--- src/sv/mpq_pkg.sv ---
// mpq_pkg: shared types, constants and helpers of the multiclass priority event queue
// depends on: nothing
package mpq_pkg;

	// sizing
	localparam int QUEUE_DEPTH = 16;
	localparam int TAG_WIDTH = 16;
	localparam int TAG_FIELD_W = 16;
	localparam int NUM_CLASSES = 3;
	localparam int NUM_LEVELS = 3;
	localparam int NUM_QUEUES = NUM_CLASSES * NUM_LEVELS;
	localparam int NUM_CELLS = NUM_QUEUES * QUEUE_DEPTH;
	localparam int QIDX_W = $clog2(NUM_QUEUES);
	localparam int CNT_W = $clog2(QUEUE_DEPTH + 1);
	localparam int STORE_W = (TAG_WIDTH < TAG_FIELD_W) ? TAG_WIDTH : TAG_FIELD_W;

	// request codes
	localparam logic OP_INSERT = 1'b0;
	localparam logic OP_REMOVE = 1'b1;

	// result status codes
	typedef enum logic [1:0] {
		ST_INSERTED = 2'd0,
		ST_REMOVED  = 2'd1,
		ST_EMPTY    = 2'd2,
		ST_FULL     = 2'd3
	} status_t;

	// field codes for results that carry no event
	localparam logic [1:0] CLASS_NONE = 2'd0;
	localparam logic [1:0] PRIO_NONE = 2'd2;

	// one slot of the sorted chain
	typedef struct packed {
		logic               valid;
		logic [QIDX_W-1:0]  qidx;
		logic [STORE_W-1:0] tag;
	} entry_t;

	// command broadcast to every cell
	typedef struct packed {
		logic               insert;
		logic               remove;
		logic [QIDX_W-1:0]  qidx;
		logic [STORE_W-1:0] tag;
	} cell_ctrl_t;

	// occupancy flags toward the control logic
	typedef struct packed {
		logic full;
		logic any;
	} occ_stat_t;

	// sub-queue index from normalized class and priority
	function automatic logic [QIDX_W-1:0] queue_index(input logic [1:0] cls,
			input logic [1:0] prio);
		logic [1:0] c;
		logic [1:0] p;
		c = (cls == 2'd3) ? 2'd0 : cls;
		p = (prio == 2'd3) ? 2'd2 : prio;
		return QIDX_W'({c, 1'b0}) + QIDX_W'(c) + QIDX_W'(p);
	endfunction

	// class of a sub-queue index
	function automatic logic [1:0] qidx_class(input logic [QIDX_W-1:0] q);
		logic [1:0] r;
		case (q)
			QIDX_W'(0), QIDX_W'(1), QIDX_W'(2): r = 2'd0;
			QIDX_W'(3), QIDX_W'(4), QIDX_W'(5): r = 2'd1;
			default:                             r = 2'd2;
		endcase
		return r;
	endfunction

	// priority of a sub-queue index
	function automatic logic [1:0] qidx_prio(input logic [QIDX_W-1:0] q);
		logic [1:0] r;
		case (q)
			QIDX_W'(0), QIDX_W'(3), QIDX_W'(6): r = 2'd0;
			QIDX_W'(1), QIDX_W'(4), QIDX_W'(7): r = 2'd1;
			default:                             r = 2'd2;
		endcase
		return r;
	endfunction

endpackage

--- src/sv/mpq_occupancy.sv ---
// mpq_occupancy: fill counters of the nine sub-queues
// depends on: mpq_pkg
module mpq_occupancy (
	input  logic                        clk,
	input  logic                        arst_n,
	input  mpq_pkg::cell_ctrl_t         ctrl,
	input  logic [mpq_pkg::QIDX_W-1:0]  lookup_qidx,
	input  mpq_pkg::entry_t             head,
	output mpq_pkg::occ_stat_t          stat
);

	logic [mpq_pkg::CNT_W-1:0] count_q [mpq_pkg::NUM_QUEUES];
	logic [mpq_pkg::NUM_QUEUES-1:0] nonzero;

	// count up on a stored insert, down when the head leaves
	always_ff @(posedge clk or negedge arst_n) begin
		if (!arst_n) begin
			for (int i = 0; i < mpq_pkg::NUM_QUEUES; i++) begin
				count_q[i] <= '0;
			end
		end else begin
			if (ctrl.insert) begin
				count_q[ctrl.qidx] <= count_q[ctrl.qidx] + 1'b1;
			end else if (ctrl.remove && head.valid) begin
				count_q[head.qidx] <= count_q[head.qidx] - 1'b1;
			end
		end
	end

	// status toward the control logic
	always_comb begin
		for (int i = 0; i < mpq_pkg::NUM_QUEUES; i++) begin
			nonzero[i] = (count_q[i] != '0);
		end
	end

	assign stat.full = (count_q[lookup_qidx] == mpq_pkg::CNT_W'(mpq_pkg::QUEUE_DEPTH));
	assign stat.any = |nonzero;

endmodule

--- config.mk ---
export PLATFORM = sky130hd
export DESIGN_NAME = mpq_occupancy
export DESIGN_NICKNAME = d
export VERILOG_FILES = /design/src/sv/mpq_pkg.sv /design/src/sv/mpq_occupancy.sv
export SDC_FILE = /design/constraint.sdc
export NUM_CORES = 1
export LEC_CHECK = 0
export BUFFER_PORTS_ARGS = -buffer_cell sky130_fd_sc_hd__buf_2
export CAP_MARGIN = 20
export CORE_MARGIN = 2
export CORE_UTILIZATION = 60
export DETAILED_ROUTE_END_ITERATION = 10
export PLACE_DENSITY = 0.89
export SLEW_MARGIN = 20
export SYNTH_ARGS = -nofsm -noshare
export SYNTH_HDL_FRONTEND = slang
export SYNTH_SLANG_ARGS = --single-unit
--- constraint.sdc ---
create_clock -name clk -period 7 [get_ports clk]
set_input_delay 0.35 -clock clk [delete_from_list [all_inputs] [get_ports clk]]
set_output_delay 0.35 -clock clk [all_outputs]
set_load 0.005 [all_outputs]
==> Word level (Yosys, flattened, before mapping) <==
Cells that the tools add are included.
{ "word_totals": {"mem_bits_ro": 0, "regBits": 45, "memories": 0, "latch_bits": 0, "out_inout_bits": 2, "ramBits": 0} }
{ "op_classes": {"div": 0, "multipliers": 0, "n_reduce_logical": 14, "shifts": 0, "muxes": 17, "order_cmp": 5, "bitwise": 3, "eq_ne": 1, "n_addsub": 2} }
{ "op_table": {"columns": ["op", "n"], "rows": [
  ["$bwmux 45", 2],
  ["$mux 45", 2],
  ["$bmux 5 s4", 3],
  ["$reduce_bool 5->1", 9],
  ["$demux 5 s4", 2],
  ["$mux 5", 8],
  ["$ge 5x5->1 const B", 3],
  ["$not 4->5", 3],
  ["$lt 5x1->1 const B", 2],
  ["$reduce_or 9->1", 1],
  ["$add 5x1->5 const B", 1],
  ["$eq 5x5->1 const B", 1],
  ["$sub 5x1->5 const B", 1],
  ["$logic_and 1x1->1", 3],
  ["$reduce_bool 2->1", 1]
]} }

==> Longest topological paths before layout <==
{ "logic_depth": {"depth_word": 8, "depth_mapped": 12} }

==> Least setup slack after synthesis <==
Ideal clock, no wire load.
{ "synth_timing": {"path_type": "input to register", "from": "in ctrl[16] (netlist bit)", "to": "reg count_q[14] (netlist bit)", "stages": 11, "required_ps": 6852, "arrival_time_ps": 2172, "setup_time_ps": 148, "setup_slack_ps": 4681, "cell_sequence": "buf_4 -> buf_6 -> mux2i_1 -> nor2_1 -> o31ai_4 -> inv_1 -> ha_1 -> inv_1 -> nor3_1 -> xnor2_2 -> o221ai_1"} }
{ "synth_between": {"elab_chain_len": 7} }
{ "synth_rtl": {"columns": ["element", "line", "text"], "rows": [
  ["start, declared", "mpq_occupancy.sv:6", "input mpq_pkg::cell_ctrl_t ctrl,"],
  ["$not 4->5 (implied by the code) (*)", "mpq_occupancy.sv:23", "count_q[ctrl.qidx] <= count_q[ctrl.qidx] + 1'b1;"],
  ["$bmux 5 s4 (tied with other cells)", "mpq_occupancy.sv:23", null],
  ["$mux 5 (implied by the code) or $logic_and 1x1->1 (tied branches)", "mpq_occupancy.sv:23", null],
  ["$mux 5 (implied by the code)", "mpq_occupancy.sv:23", null],
  ["$add 5x1->5 or $demux 5 s4 (tied branches)", "mpq_occupancy.sv:23", null],
  ["$bwmux 45 (*)", "mpq_occupancy.sv:23", null],
  ["$mux 45 (*)", "mpq_occupancy.sv:22", "if (ctrl.insert) begin"],
  ["end signal, assigned by index", "mpq_occupancy.sv:23", null],
  ["end signal, assigned by index", "mpq_occupancy.sv:25", "count_q[head.qidx] <= count_q[head.qidx] - 1'b1;"],
  ["end, declared", "mpq_occupancy.sv:12", "logic [mpq_pkg::CNT_W-1:0] count_q [mpq_pkg::NUM_QUEUES];"]
]} }
Mark *: on every way between the ends. The rest lies on a longest branch, timed or not. The select of a mux whose other input is x is not followed.
A chain may end at the register's enable or synchronous reset.

==> Worst setup path after layout <==
{ "layout_timing": {"from": "in head[16] (netlist bit)", "to": "reg count_q[24] (netlist bit)"} }
{ "layout_between": {"elab_chain_len": 8} }
{ "layout_rtl": {"columns": ["element", "line", "text"], "rows": [
  ["start, declared", "mpq_occupancy.sv:8", "input mpq_pkg::entry_t head,"],
  ["$not 4->5 (implied by the code) (*)", "mpq_occupancy.sv:25", null],
  ["$bmux 5 s4 (tied with other cells)", "mpq_occupancy.sv:25", null],
  ["$mux 5 (implied by the code) or $logic_and 1x1->1 (tied branches)", "mpq_occupancy.sv:25", null],
  ["$mux 5 (implied by the code)", "mpq_occupancy.sv:25", null],
  ["$sub 5x1->5 or $demux 5 s4 (tied branches)", "mpq_occupancy.sv:25", null],
  ["$bwmux 45 (*)", "mpq_occupancy.sv:25", null],
  ["$mux 45 (*)", "mpq_occupancy.sv:24", "end else if (ctrl.remove && head.valid) begin"],
  ["$mux 45 (*)", "mpq_occupancy.sv:22", null]
]} }
Marked as above.

==> flow_metrics.env <==
export IMPL_final_common_cell="dfrtp_1"
export IMPL_cts_made_buffers=5
export IMPL_clock_skew_ns=0.00907
export IMPL_rsz0062_at_grt="false"
export IMPL_slew_violations=0
export IMPL_fin_util_pct=64.7
export IMPL_synth_top_flop_cell="dfrtp_1"
export IMPL_dpl_cell_count=452
export IMPL_clock_latency_ns=0.30
export IMPL_fp_row_count=27
export IMPL_synth_edf_count=0
export IMPL_hp_class="in2async"
export IMPL_status="finished, final reports clean"
export IMPL_critical_path_required_ns=7.20
export IMPL_top_regs="count_q: 45 flops"
export IMPL_cp_max_fo=28
export IMPL_top_usage_layer="met2"
export IMPL_stdcell_count=460
export IMPL_power_density_nw_per_um2=274
export IMPL_reg2reg_from="count_q[40]"
export IMPL_final_cell_mix="dfrtp_1, nand2_1, mux2i_1, nor2_1, o221ai_1"
export IMPL_die_w_um=80.7
export IMPL_drt_iter0_markers=648
export IMPL_seq_area_frac_synth_pct=31.9
export IMPL_cts_htree_levels=2
export IMPL_ys_ff_latch=45
export IMPL_drt_pass1_iterations=5
export IMPL_fin_nets=438
export IMPL_switching_share_pct=42.8
export IMPL_synth_top_area_share_pct=31.9
export IMPL_dp_hpwl_um=8000
export IMPL_port_buffers=18
export IMPL_grt_ovfl_total=0
export IMPL_n_antenna_cell=0
export IMPL_cts_buffer_depth=2
export IMPL_final_period_utilization_pct=43.7
export IMPL_slew_headroom_pct=27.1
export IMPL_largest_register_ffs=45
export IMPL_ff2ff_setup_slack_ns=3.96
export IMPL_yosysTopAreaCell="dfrtp_1"
export IMPL_wirelength_um=11000
export IMPL_grtUsageMet1_pct=48.8
export IMPL_hold_violations=0
export IMPL_synth_cells=386
export IMPL_chipHeight_um=80.7
export IMPL_seqPwrFrac_pct=46.4
export IMPL_worstSetupStartpointType="input port"
export IMPL_pwr_share_comb_pct=38.0
export IMPL_grt_max_degree=46
export IMPL_post_cts_buffers=0
export IMPL_worst_slew_pin_slew_ns=1.09
export IMPL_fillCellCount=469
export IMPL_gp_congestion=0.945
export IMPL_layout_drive_gt1_share_pct=11.1
export IMPL_vias_per_cell=7.87
export IMPL_start_util_pct=63.0
export IMPL_reg2reg_to="count_q[24]"
export IMPL_post_drt_wl_per_cell_um=24.0
export IMPL_grt_pass1_vias=3381
export IMPL_area_growth_pct=2.76
export IMPL_vias=3620
export IMPL_setup_viol=0
export IMPL_clock_sinks=45
export IMPL_ios=51
export IMPL_clkTransAtPathRegs_ns=0.08
export IMPL_async_reset_ff_share_pct=100
export IMPL_grt_use_met2_pct=56.4
export IMPL_p_sw_uw=425
export IMPL_p_leak_uw=0.00144
export IMPL_critical_path_class="in2reg"
export IMPL_grtUsageTotal_pct=36.4
export IMPL_top_register="count_q"
export IMPL_clock_root_buffer="clkbuf_8"
export IMPL_syn_avg_cell_area_sq_um=9.15
export IMPL_fmaxAchievable_mhz=327
export IMPL_use_met3_pct=8.11
export IMPL_yosysWarningCount=0
export IMPL_synthTopCellsByArea="dfrtp_1, mux2i_1, o221ai_1"
export IMPL_ant_nets=0
export IMPL_syn_cell_area_sq_um=3530
export IMPL_endpoint_kind="flip-flop"
export IMPL_ir_drop_mv=0.140
export IMPL_drc=0
export IMPL_grt_antenna_before_repair=0
export IMPL_tns_ns=0
export IMPL_synth_nets=437
export IMPL_worstPathArrival_ns=3.25
export IMPL_maxCapViolCount=0
export IMPL_die_area_sq_um=6520
export IMPL_r2r_cells=10
export IMPL_cts_resized=0
export IMPL_fp_coreArea_sq_um=5610
export IMPL_hold_buffers=0
export IMPL_tritoncts="done"
export IMPL_grt_first_pass_wirelength_um=17700
export IMPL_pwr_share_clk_pct=15.6
export IMPL_p_int_uw=570
export IMPL_ys_types=56
export IMPL_min_period_ns=3.06
==> logic make-up after synthesis <==
group           synth area share, %
compound gates                 24.6
xor+xnor                       3.01
fa+ha+maj                     0.708
buf+inv                        5.31
flops                          31.9
mux                            13.6
simple gates                   20.9
==> worst max-delay path: stages <==
cell and delay (ns):
buf_2 0.55, mux2i_1 0.27, o221ai_1 0.20, nand2_1 0.40, ha_1 0.30, inv_1 0.12, a221oi_2 0.27, xor2_2 0.37
nand2_2 0.17, o221ai_1 0.23
==> worst max path at each step <==
stage | slack, ns | from | to | depth (start not counted)
6_report | 3.94 | head[16] | count_q[24] | 10
4_1_cts | 4.01 | count_q[40] | count_q[24] | 10
2_1_floorplan | 4.68 | ctrl[16] | count_q[14] | 11
5_1_grt | 3.86 | head[16] | count_q[24] | 10
3_3_place_gp | 3.83 | head[16] | count_q[24] | 10
3_5_place_dp | 3.73 | head[16] | count_q[24] | 10
==> Yosys cell counts (5+ instances only) <==
master and count:
a22oi_1 17, o21ai_1 11, clkbuf_1 9, o21ai_0 17, mux4_2 6, nand3_1 6, mux2i_1 32, a21oi_1 8
nor3_1 14, nand2_1 43, nand3b_1 5, a211oi_1 6, dfrtp_1 45, o221ai_1 21, inv_1 6, nor2_1 30
nor2b_1 10, nor4_1 13, a221o_1 9, nand2b_1 8
==> through the flow <==
stage                     instance area (sq um)  hold slack, ns  total power [uW]  worst slack (ns)
after global placement                     3550           0.534               801              3.83
after CTS                                  3630           0.253               976              4.01
after floorplan                            3530          0.0544               691              4.68
after detailed placement                   3550           0.545               822              3.73
after global routing                       3630          0.0903              1040              3.86
final                                      3630          0.0474               995              3.94
==> power groups by stage <==
stage	registers [uW]	clock network, uW	logic [uW]
2_1_floorplan	407	0	284
6_report	462	155	378
4_1_cts	450	157	369
5_1_grt	466	168	404
3_3_place_gp	449	0	352
3_5_place_dp	455	0	367
==> metal layers <==
layer,routed length [um],vias to the layer above,part of all wire (%)
met4,588,0,5.3
met1,4080,1701,37
met5,0,-,0
met3,1500,72,14
met2,4850,333,44
li1,-,1514,-
==> layout make-up <==
type | instances | area, sq um | share of cell area (%)
flip-flops and latches | 45 | 1130 | 31.0
well taps | 72 | 90.1 | 2.48
clock buffers | 8 | 80.1 | 2.21
repair buffers | 18 | 92.6 | 2.55
multi-input cells | 311 | 2220 | 61.1
inverters | 6 | 22.5 | 0.620
Power figures use the tool's default switching activity.
