<file path="src/sv/mpq_pkg.sv">
// mpq_pkg: shared types, constants and helpers of the multiclass priority event queue
// depends on: nothing
package mpq_pkg;

	// sizing
	localparam int QUEUE_DEPTH = 16;
	localparam int TAG_WIDTH = 16;
	localparam int TAG_FIELD_W = 16;
	localparam int NUM_CLASSES = 3;
	localparam int NUM_LEVELS = 3;
	localparam int NUM_QUEUES = NUM_CLASSES * NUM_LEVELS;
	localparam int NUM_CELLS = NUM_QUEUES * QUEUE_DEPTH;
	localparam int QIDX_W = $clog2(NUM_QUEUES);
	localparam int CNT_W = $clog2(QUEUE_DEPTH + 1);
	localparam int STORE_W = (TAG_WIDTH < TAG_FIELD_W) ? TAG_WIDTH : TAG_FIELD_W;

	// request codes
	localparam logic OP_INSERT = 1'b0;
	localparam logic OP_REMOVE = 1'b1;

	// result status codes
	typedef enum logic [1:0] {
		ST_INSERTED = 2'd0,
		ST_REMOVED  = 2'd1,
		ST_EMPTY    = 2'd2,
		ST_FULL     = 2'd3
	} status_t;

	// field codes for results that carry no event
	localparam logic [1:0] CLASS_NONE = 2'd0;
	localparam logic [1:0] PRIO_NONE = 2'd2;

	// one slot of the sorted chain
	typedef struct packed {
		logic               valid;
		logic [QIDX_W-1:0]  qidx;
		logic [STORE_W-1:0] tag;
	} entry_t;

	// command broadcast to every cell
	typedef struct packed {
		logic               insert;
		logic               remove;
		logic [QIDX_W-1:0]  qidx;
		logic [STORE_W-1:0] tag;
	} cell_ctrl_t;

	// occupancy flags toward the control logic
	typedef struct packed {
		logic full;
		logic any;
	} occ_stat_t;

	// sub-queue index from normalized class and priority
	function automatic logic [QIDX_W-1:0] queue_index(input logic [1:0] cls,
			input logic [1:0] prio);
		logic [1:0] c;
		logic [1:0] p;
		c = (cls == 2'd3) ? 2'd0 : cls;
		p = (prio == 2'd3) ? 2'd2 : prio;
		return QIDX_W'({c, 1'b0}) + QIDX_W'(c) + QIDX_W'(p);
	endfunction

	// class of a sub-queue index
	function automatic logic [1:0] qidx_class(input logic [QIDX_W-1:0] q);
		logic [1:0] r;
		case (q)
			QIDX_W'(0), QIDX_W'(1), QIDX_W'(2): r = 2'd0;
			QIDX_W'(3), QIDX_W'(4), QIDX_W'(5): r = 2'd1;
			default:                             r = 2'd2;
		endcase
		return r;
	endfunction

	// priority of a sub-queue index
	function automatic logic [1:0] qidx_prio(input logic [QIDX_W-1:0] q);
		logic [1:0] r;
		case (q)
			QIDX_W'(0), QIDX_W'(3), QIDX_W'(6): r = 2'd0;
			QIDX_W'(1), QIDX_W'(4), QIDX_W'(7): r = 2'd1;
			default:                             r = 2'd2;
		endcase
		return r;
	endfunction

endpackage

</file>
<file path="src/sv/mpq_cell.sv">
// mpq_cell: one slot of the sorted event chain, shifts with its neighbors
// depends on: mpq_pkg
module mpq_cell (
	input  logic               clk,
	input  logic               arst_n,
	input  mpq_pkg::cell_ctrl_t ctrl,
	input  mpq_pkg::entry_t    left,
	input  mpq_pkg::entry_t    right,
	output mpq_pkg::entry_t    entry
);

	logic                         valid_q;
	logic [mpq_pkg::QIDX_W-1:0]   qidx_q;
	logic [mpq_pkg::STORE_W-1:0]  tag_q;
	mpq_pkg::entry_t entry_q;
	mpq_pkg::entry_t entry_d;
	logic            left_le;
	logic            own_gt;

	assign entry_q = {valid_q, qidx_q, tag_q};

	// ordering against the new event: equal keys stay ahead of it
	assign left_le = left.valid && (left.qidx <= ctrl.qidx);
	assign own_gt = !entry_q.valid || (entry_q.qidx > ctrl.qidx);

	// next slot content
	always_comb begin
		entry_d = entry_q;
		if (ctrl.remove) begin
			entry_d = right;
		end else if (ctrl.insert) begin
			if (left_le && own_gt) begin
				entry_d.valid = 1'b1;
				entry_d.qidx = ctrl.qidx;
				entry_d.tag = ctrl.tag;
			end else if (!left_le) begin
				entry_d = left;
			end
		end
	end

	// slot register, only the valid bit is reset
	always_ff @(posedge clk or negedge arst_n) begin
		if (!arst_n) begin
			valid_q <= 1'b0;
		end else begin
			valid_q <= entry_d.valid;
		end
	end

	always_ff @(posedge clk) begin
		qidx_q <= entry_d.qidx;
		tag_q <= entry_d.tag;
	end

	assign entry = entry_q;

endmodule

</file>
<file path="config.mk">
export PLATFORM = sky130hd
export DESIGN_NAME = mpq_cell
export DESIGN_NICKNAME = d
export VERILOG_FILES = /design/src/sv/mpq_pkg.sv /design/src/sv/mpq_cell.sv
export SDC_FILE = /design/constraint.sdc
export NUM_CORES = 1
export LEC_CHECK = 0
export ABC_AREA = 1
export BUFFER_PORTS_ARGS = -buffer_cell sky130_fd_sc_hd__buf_4
export CORE_MARGIN = 3
export CORE_UTILIZATION = 48
export CTS_CLUSTER_SIZE = 8
export DETAILED_ROUTE_END_ITERATION = 16
export PLACE_DENSITY_LB_ADDON = 0.15
export SLEW_MARGIN = 20
export SYNTH_ARGS = -nofsm -noshare
export SYNTH_HDL_FRONTEND = slang
export SYNTH_SLANG_ARGS = --single-unit
</file>
<file path="constraint.sdc">
create_clock -name clk -period 3.1 [get_ports clk]
set_input_delay 0.31 -clock clk [delete_from_list [all_inputs] [get_ports clk]]
set_output_delay 0.31 -clock clk [all_outputs]
set_load 0.01 [all_outputs]
</file>
=== Word-level counts from Yosys, hierarchy flattened ===
Index checks and enable logic that the tools add are counted.

* Bits in registers: 21

* $lt $le $gt $ge: 2
* Reduce and logical (&&, ||, !) cells: 6
* Equal/unequal tests: 1
* Mux-type cells: 4

{| class="wikitable"
|+ Operators with widths
! cell !! number
|-
| 21-bit two-way mux || 4
|-
| 4-bit greater-than comparator || 1
|-
| 4-bit less-or-equal comparator || 1
|-
| 3-bit by 2-bit != test with 1-bit output (second input constant) || 1
|-
| 1-bit logical AND || 2
|-
| 2-bit AND reduction || 1
|-
| 2-bit nonzero test || 1
|-
| 1-bit logical NOT || 1
|-
| 1-bit logical OR || 1
|}

=== Logic depth before layout (Yosys ltp) ===
Gate-level depths: netlist of run 1.

* Depth in word-level cells: 6
* Gate-level depth with buffers: 14
* Mapped depth without buffers: 13

=== Worst setup path after synthesis of run 1 ===
Ideal clock, no wire load.

* Path kind: register to register
* Start point: register qidx_q[3] (netlist name)
* End point: register qidx_q[0] (netlist name) (enable)
* Data arrival time: 1.627 ns
* Setup slack: 1.078 ns
* Path buffers: 0
* Clock period less this slack: 2.022 ns
* Setup time: 0.395 ns
* Cell stages (with the launch flop): 10
* Cells stage by stage: edfxtp_1 ha_1 nand2_1 inv_2 nand2_1 nand2_1 a21boi_0 nand2_1 nand2_1 nand2_1

* Cells in the longest elaborated chain, start to end: 5

{| class="wikitable"
|+ RTL lines
! item !! line !! RTL
|-
| start, declared || mpq_cell.sv:13 || <nowiki>logic [mpq_pkg::QIDX_W-1:0] qidx_q;</nowiki>
|-
| start signal, assigned || mpq_cell.sv:52 || <nowiki>qidx_q <= entry_d.qidx;</nowiki>
|-
| 4-bit greater-than comparator || mpq_cell.sv:24 || <nowiki>assign own_gt = !entry_q.valid || (entry_q.qidx > ctrl.qidx);</nowiki>
|-
| 1-bit logical OR || mpq_cell.sv:24 ||
|-
| 1-bit logical AND || mpq_cell.sv:32 || <nowiki>if (left_le && own_gt) begin</nowiki>
|-
| 3-bit by 2-bit != test with 1-bit output (no source line) || -- ||
|-
| 2-bit AND reduction (no source line) || -- ||
|}

Every way passes these cells.
A chain may end at the register's enable or synchronous reset.

=== Final worst setup path of run 1 ===
* Start point: register qidx_q[2] (netlist name)
* End point: register tag_q[8] (netlist name) (enable)

* Cells in the longest elaborated chain, start to end: 5

{| class="wikitable"
|+ RTL lines
! item !! line !! RTL
|-
| 4-bit greater-than comparator || mpq_cell.sv:24 ||
|-
| 1-bit logical OR || mpq_cell.sv:24 ||
|-
| 1-bit logical AND || mpq_cell.sv:32 ||
|-
| 3-bit by 2-bit != test with 1-bit output (no source line) || -- ||
|-
| 2-bit AND reduction (no source line) || -- ||
|-
| end signal, assigned || mpq_cell.sv:53 || <nowiki>tag_q <= entry_d.tag;</nowiki>
|-
| end, declared || mpq_cell.sv:14 || <nowiki>logic [mpq_pkg::STORE_W-1:0] tag_q;</nowiki>
|}

Every way passes these cells.

==> results.ini, run 1 <==
[run_status]
status=finished, final reports clean

[layout]
regArea_um2=626
syn2layout_area_growth_pct=40.6
antenna_cells=0
multi_input_area_um2=686
fill_cells=283
fin_nets=375
mostFrequentLayoutCells=87 x buf_4, 74 x nand2_1, 46 x inv_1, 44 x nand3_1, 20 x edfxtp_1
layout_commonest_cell=buf_4
fin_util_pct=72.3
drive_above_1_share_pct=33.3

[worst_setup_path]
required_ps=2960
path_class=reg2reg
critPathArrivalTime_ps=2160
worstSetupStartpointType=flip-flop
end_kind=flip-flop
crit_fanout=20

[global_routing]
grt_pass1_vias=1496
antenna_found_initial=0
gr-total-overflow=0
grt_usage_pct=21.1
grt_pass1_wl_um=6730
grt_max_degree=25

[die]
io_pins=87
die_y_um=63.7
placementRows=20
start_util_pct=51.4
fp.dieW_um=63.7
dieArea_mm2=0.00405
fp.coreArea_mm2=0.00310

[yosys]
yosysSeqAreaShare_pct=39.2
syn_nets=293
synth_area_mm2=0.00160
synth_cell_types=21
yosysWarnings=0
syn_inst=219
synth-seq-cells=21
avgSynthCellArea_um2=7.28

[timing]
drv_slew=0
hold_violations=0
skew_ps=6.79
slew_headroom_pct=43.7
period_share_pct=74.1
rsz0062_at_grt=no
holdWs_ps=271
report.final.setup_viol=0
timing.fmax_ghz=0.436
worst_slew_pin_slew_ps=842
min_period_ps=2300
timing.setup.tns_ps=0

[clock_network]
cts_made_buffers=3
post_cts_buffers=0
ctsHoldBuffers=1
clk_pin_slew_worst_paths_ps=110
cts_resized=0
cts_tree=done
htreeDepth=1
clock_latency_ps=300
cts_max_path_buffers=2
cts.sinks=21
cts-root-buf=clkbuf_4

[drt]
ant_nets=0
drtIter0Drc=57
drtPass1Iterations=4
vias_per_cell=4.67
wl_um=4210
route.vias.total=1607
wl_per_cell_um=12.2
drc=0

[power_and_ir_drop]
p_leak_nw=1.31
p_comb_share_pct=37.7
pwr-share-seq_pct=46.1
clock_power_share_pct=16.1
peakVddDrop_uv=278
p_int_mw=0.546
switching_share_pct=31.5
p_sw_mw=0.252
power_density_mw_per_mm2=355
power_mw=0.797

[min_path]
hold_class=in2reg

[placement]
gp_congestion=0.778
place.detailed.hpwl_um=3130
port_buffers=86

[run]
max-cap-violations=0

==> path summary, 6_finish.rpt <==
path,start,to,slack [ps],depth (start not counted)
worst max-delay path,qidx_q[2],tag_q[8],800,9
min in group asynchronous,arst_n,valid_q,320,2
worst min register to register,valid_q,valid_q,640,2
worst min-delay path,right[14],tag_q[14],270,3
max in group asynchronous,arst_n,valid_q,2700,2
worst max register to register,qidx_q[2],tag_q[8],800,9
==> worst max-delay path, cell delays in order (launching register included) <==
cell,delay [ps]
edfxtp_1,450
ha_1,290
nand2_1,70
inv_2,40
nand2_1,50
nand2_1,70
a21boi_0,230
nand2_1,80
nand2_1,80
nand2_1,490
==> area by class of cell <==
cell class,instances,area share (%)
sequential,21,27.9
clock buffer,4,1.17
inverter,50,8.37
tap,44,2.45
multi-input combinational,137,30.6
timing repair buffer,88,29.6
==> metrics by stage <==
stage          instances  cell area (um^2)  worst slack (ps)
3_3_place_gp         339              2210               847
3_5_place_dp         339              2210               741
6_report             344              2240               804
5_1_grt              344              2240               619
4_1_cts              344              2240               795
2_1_floorplan        219              1600              1080
==> power by group through the flow <==
stage / sequential, mW / clock [mW] / combinational, mW
after floorplan: 0.388 / 0 / 0.155
after global placement: 0.372 / 0 / 0.294
after detailed placement: 0.374 / 0 / 0.302
after CTS: 0.368 / 0.133 / 0.304
after global routing: 0.372 / 0.142 / 0.334
final: 0.368 / 0.129 / 0.301
==> sequential cells by signal (all words and copies together), names as in the netlist <==
signal   cells
qidx_q       4
tag_q       16
valid_q      1
==> synthesized netlist by cell type (all sizes together) <==
cell type	count	area share (%)
o21ai	1	0.31
a21oi	3	1.6
nand2	78	20
dfrtp	1	1.6
buf	8	4.8
clkbuf	2	0.71
nand3	45	14
edfxtp	20	38
inv	50	12
nor2	1	0.24
dlygate4sd1	1	0.55
ha	8	6.3
a21boi	1	0.47
==> layer usage <==
metal	track usage [%]	up-vias	wire length [um]
li1	-	838	-
met1	25.3	695	1690
met2	37.5	69	2110
met3	5.88	5	380
met4	4.04	0	27
met5	0	-	0
==> cells by family after synthesis <==
kind of cell               after synthesis  share of synthesized area [%]
adders and majority gates                8                           6.27
buffers and inverters                   61                           17.8
DFF                                     21                           39.2
AOI/OAI and AO/OA                        5                           2.43
and+or+nand+nor                        124                           34.3
Power figures use the tool's default switching activity.
==> inputs of run 2 (changes only) <==
- CORE_UTILIZATION: 48 -> 40
- clock period: 3.1 -> 2.1 ns (I/O delays scaled with it)
==> results.ini, run 2 (synthesis results as in run 1) <==
[die]
start_util_pct=42.6  ; was 51.4%
die_y_um=69.2  ; was 63.7 um
fp.coreArea_mm2=0.00374  ; was 0.00310 mm^2
dieArea_mm2=0.00478  ; was 0.00405 mm^2
fp.dieW_um=69.2  ; was 63.7 um
io_pins=87  ; unchanged
placementRows=22  ; was 20

[layout]
reg_top3=tag_q (16), qidx_q (4), valid_q (1)  ; unchanged
top_register=tag_q  ; unchanged
antenna_cells=0  ; unchanged
mostFrequentLayoutCells=89 x buf_4, 74 x nand2_1, 46 x inv_1, 44 x nand3_1, 20 x edfxtp_1  ; was 87 x buf_4, 74 x nand2_1, 46 x inv_1, 44 x nand3_1, 20 x edfxtp_1
largest_reg_flops=16  ; unchanged
fin_nets=377  ; was 375
drive_above_1_share_pct=34.1  ; was 33.3%
layout_commonest_cell=buf_4  ; unchanged
final_cells=350  ; was 344
syn2layout_area_growth_pct=43.7  ; was 40.6%

[run_status]
status=finished, final reports clean  ; unchanged

[placement]
place_ws_ps=176  ; was 741 ps
gp_congestion=0.760  ; was 0.778
port_buffers=86  ; unchanged
place.detailed.hpwl_um=3050  ; was 3130 um
dp.cells=345  ; was 339

[power_and_ir_drop]
p_sw_mw=0.387  ; was 0.252 mW
p_comb_share_pct=35.4  ; was 37.7%
peakVddDrop_uv=241  ; was 278 uV
clock_power_share_pct=21.6  ; was 16.1%
p_leak_nw=1.33  ; was 1.31 nW
switching_share_pct=30.8  ; was 31.5%
power_density_mw_per_mm2=548  ; was 355 mW/mm^2
pwr-share-seq_pct=43.0  ; was 46.1%
p_int_mw=0.869  ; was 0.546 mW
power_mw=1.26  ; was 0.797 mW

[worst_setup_path]
rr_endpoint=tag_q[8]  ; unchanged
slowest_delay_ps=420  ; was 490 ps
regToRegStartpoint=qidx_q[3]  ; was qidx_q[2]
cp_num_cells=9  ; unchanged
crit_end=tag_q[8]  ; unchanged
critPathArrivalTime_ps=1900  ; was 2160 ps
crit_buf_inv=0  ; was 1
r2r_slack_ps=220  ; was 800 ps
crit_fanout=21  ; was 20
path_cells=ha_1 -> a21oi_1 -> nand2_1 -> nand2_2 -> nand2_4 -> nand2_8 -> nand2_1 -> nand3_1 -> nand2_1  ; was ha_1 -> nand2_1 -> inv_2 -> nand2_1 -> nand2_1 -> a21boi_0 -> nand2_1 -> nand2_1 -> nand2_1
path_class=reg2reg  ; unchanged
required_ps=2130  ; was 2960 ps
r2r_cells=9  ; unchanged
crit_top_cell=nand2_1  ; unchanged
crit_path_top_delay_cell=edfxtp_1  ; was nand2_1
crit_family=simple AND/OR/NAND/NOR gates  ; unchanged
end_kind=flip-flop  ; unchanged
worstSetupStartpointType=flip-flop  ; unchanged
critPathLaunch=qidx_q[3]  ; was qidx_q[2]

[drt]
drc=0  ; unchanged
wirelength_met1_um=1610  ; was 1690 um
drtPass1Iterations=4  ; unchanged
wl_um=3970  ; was 4210 um
wl_met3_um=304  ; was 380 um
drtIter0Drc=79  ; was 57
vias_per_cell=4.48  ; was 4.67
top_layer=met4  ; unchanged
route.vias.total=1569  ; was 1607
wl_per_cell_um=11.3  ; was 12.2 um
wl_met2_um=2000  ; was 2110 um
ant_nets=0  ; unchanged

[timing]
skew_ps=3.23  ; was 6.79 ps
slew_headroom_pct=74.6  ; was 43.7%
timing.setup.tns_ps=0  ; unchanged
report.final.setup_viol=0  ; unchanged
holdWs_ps=211  ; was 271 ps
min_period_ps=1880  ; was 2300 ps
drv_slew=0  ; unchanged
rsz0062_at_grt=no  ; unchanged
period_share_pct=89.5  ; was 74.1%
worst_slew_pin_slew_ps=381  ; was 842 ps
hold_violations=0  ; unchanged
timing.fmax_ghz=0.532  ; was 0.436 GHz
setup_ws_ps=221  ; was 804 ps

[clock_network]
htreeDepth=1  ; unchanged
cts_max_path_buffers=2  ; unchanged
cts.sinks=21  ; unchanged
cts-root-buf=clkbuf_8  ; was clkbuf_4
clock_latency_ps=260  ; was 300 ps
cts_made_buffers=3  ; unchanged
cts_tree=done  ; unchanged
clk_pin_slew_worst_paths_ps=80  ; was 110 ps

[global_routing]
grt_max_degree=25  ; unchanged
grt_pass1_vias=1579  ; was 1496
antenna_found_initial=0  ; unchanged
grt_usage_pct=17.1  ; was 21.1%
gr-total-overflow=0  ; unchanged
grt_pass1_wl_um=6760  ; was 6730 um

[run]
max-cap-violations=0  ; unchanged

[min_path]
hold_class=in2reg  ; unchanged

## run 2: power by group through the flow
stage	combinational (mW)	sequential, mW	clock, mW
6_report	0.444	0.540	0.271
3_5_place_dp	0.441	0.551	0
4_1_cts	0.445	0.541	0.277
2_1_floorplan	0.229	0.573	0
3_3_place_gp	0.438	0.548	0
5_1_grt	0.499	0.547	0.297
## run 2: worst min path at each step
| stage | from | endpoint | cells past startpoint |
|---|---|---|---|
| floorplan | arst_n | valid_q | 0 |
| global placement | arst_n | valid_q | 1 |
| detailed placement | arst_n | valid_q | 1 |
| CTS | right[8] | tag_q[8] | 3 |
| global route | right[7] | tag_q[7] | 3 |
| finish | right[7] | tag_q[7] | 3 |
## run 2: metrics by stage
stage / cell area (um^2) / util [%]
6_report: 2290 / 61.2
3_5_place_dp: 2230 / 59.5
5_1_grt: 2290 / 61.2
3_3_place_gp: 2230 / 59.5
2_1_floorplan: 1600 / -
4_1_cts: 2280 / 61.0
## run 2: timing repair
item / 4_1_cts / 5_1_grt
setup endpoints to repair: 0 / 25
hold buffers: 1 / 0
buffers inserted: 0 / 0
resized for setup: 0 / 2
endpoints found under the hold margin: 1 / 0
## run 2: final cells by class
cell class	instances	area, um^2
inverters	50	188
well taps	48	60.1
multi-input cells	137	694
flip-flops and latches	21	626
clock inverters	1	5.00
repair buffers	90	678
clock buffers	3	41.3
fillers	374	1450
## run 2: routing by layer
metal	vias to the layer above	track usage, %
met2	54	30.4
met5	-	0
met4	0	4.56
met3	5	4.52
met1	669	20.3
li1	841	-
## run 2: worst min-delay path: cells and delay by family
| family | cells | cell delay, ps |
|---|---|---|
| buffers and inverters | 1 | 80 |
| AND/OR/NAND/NOR | 2 | 90 |
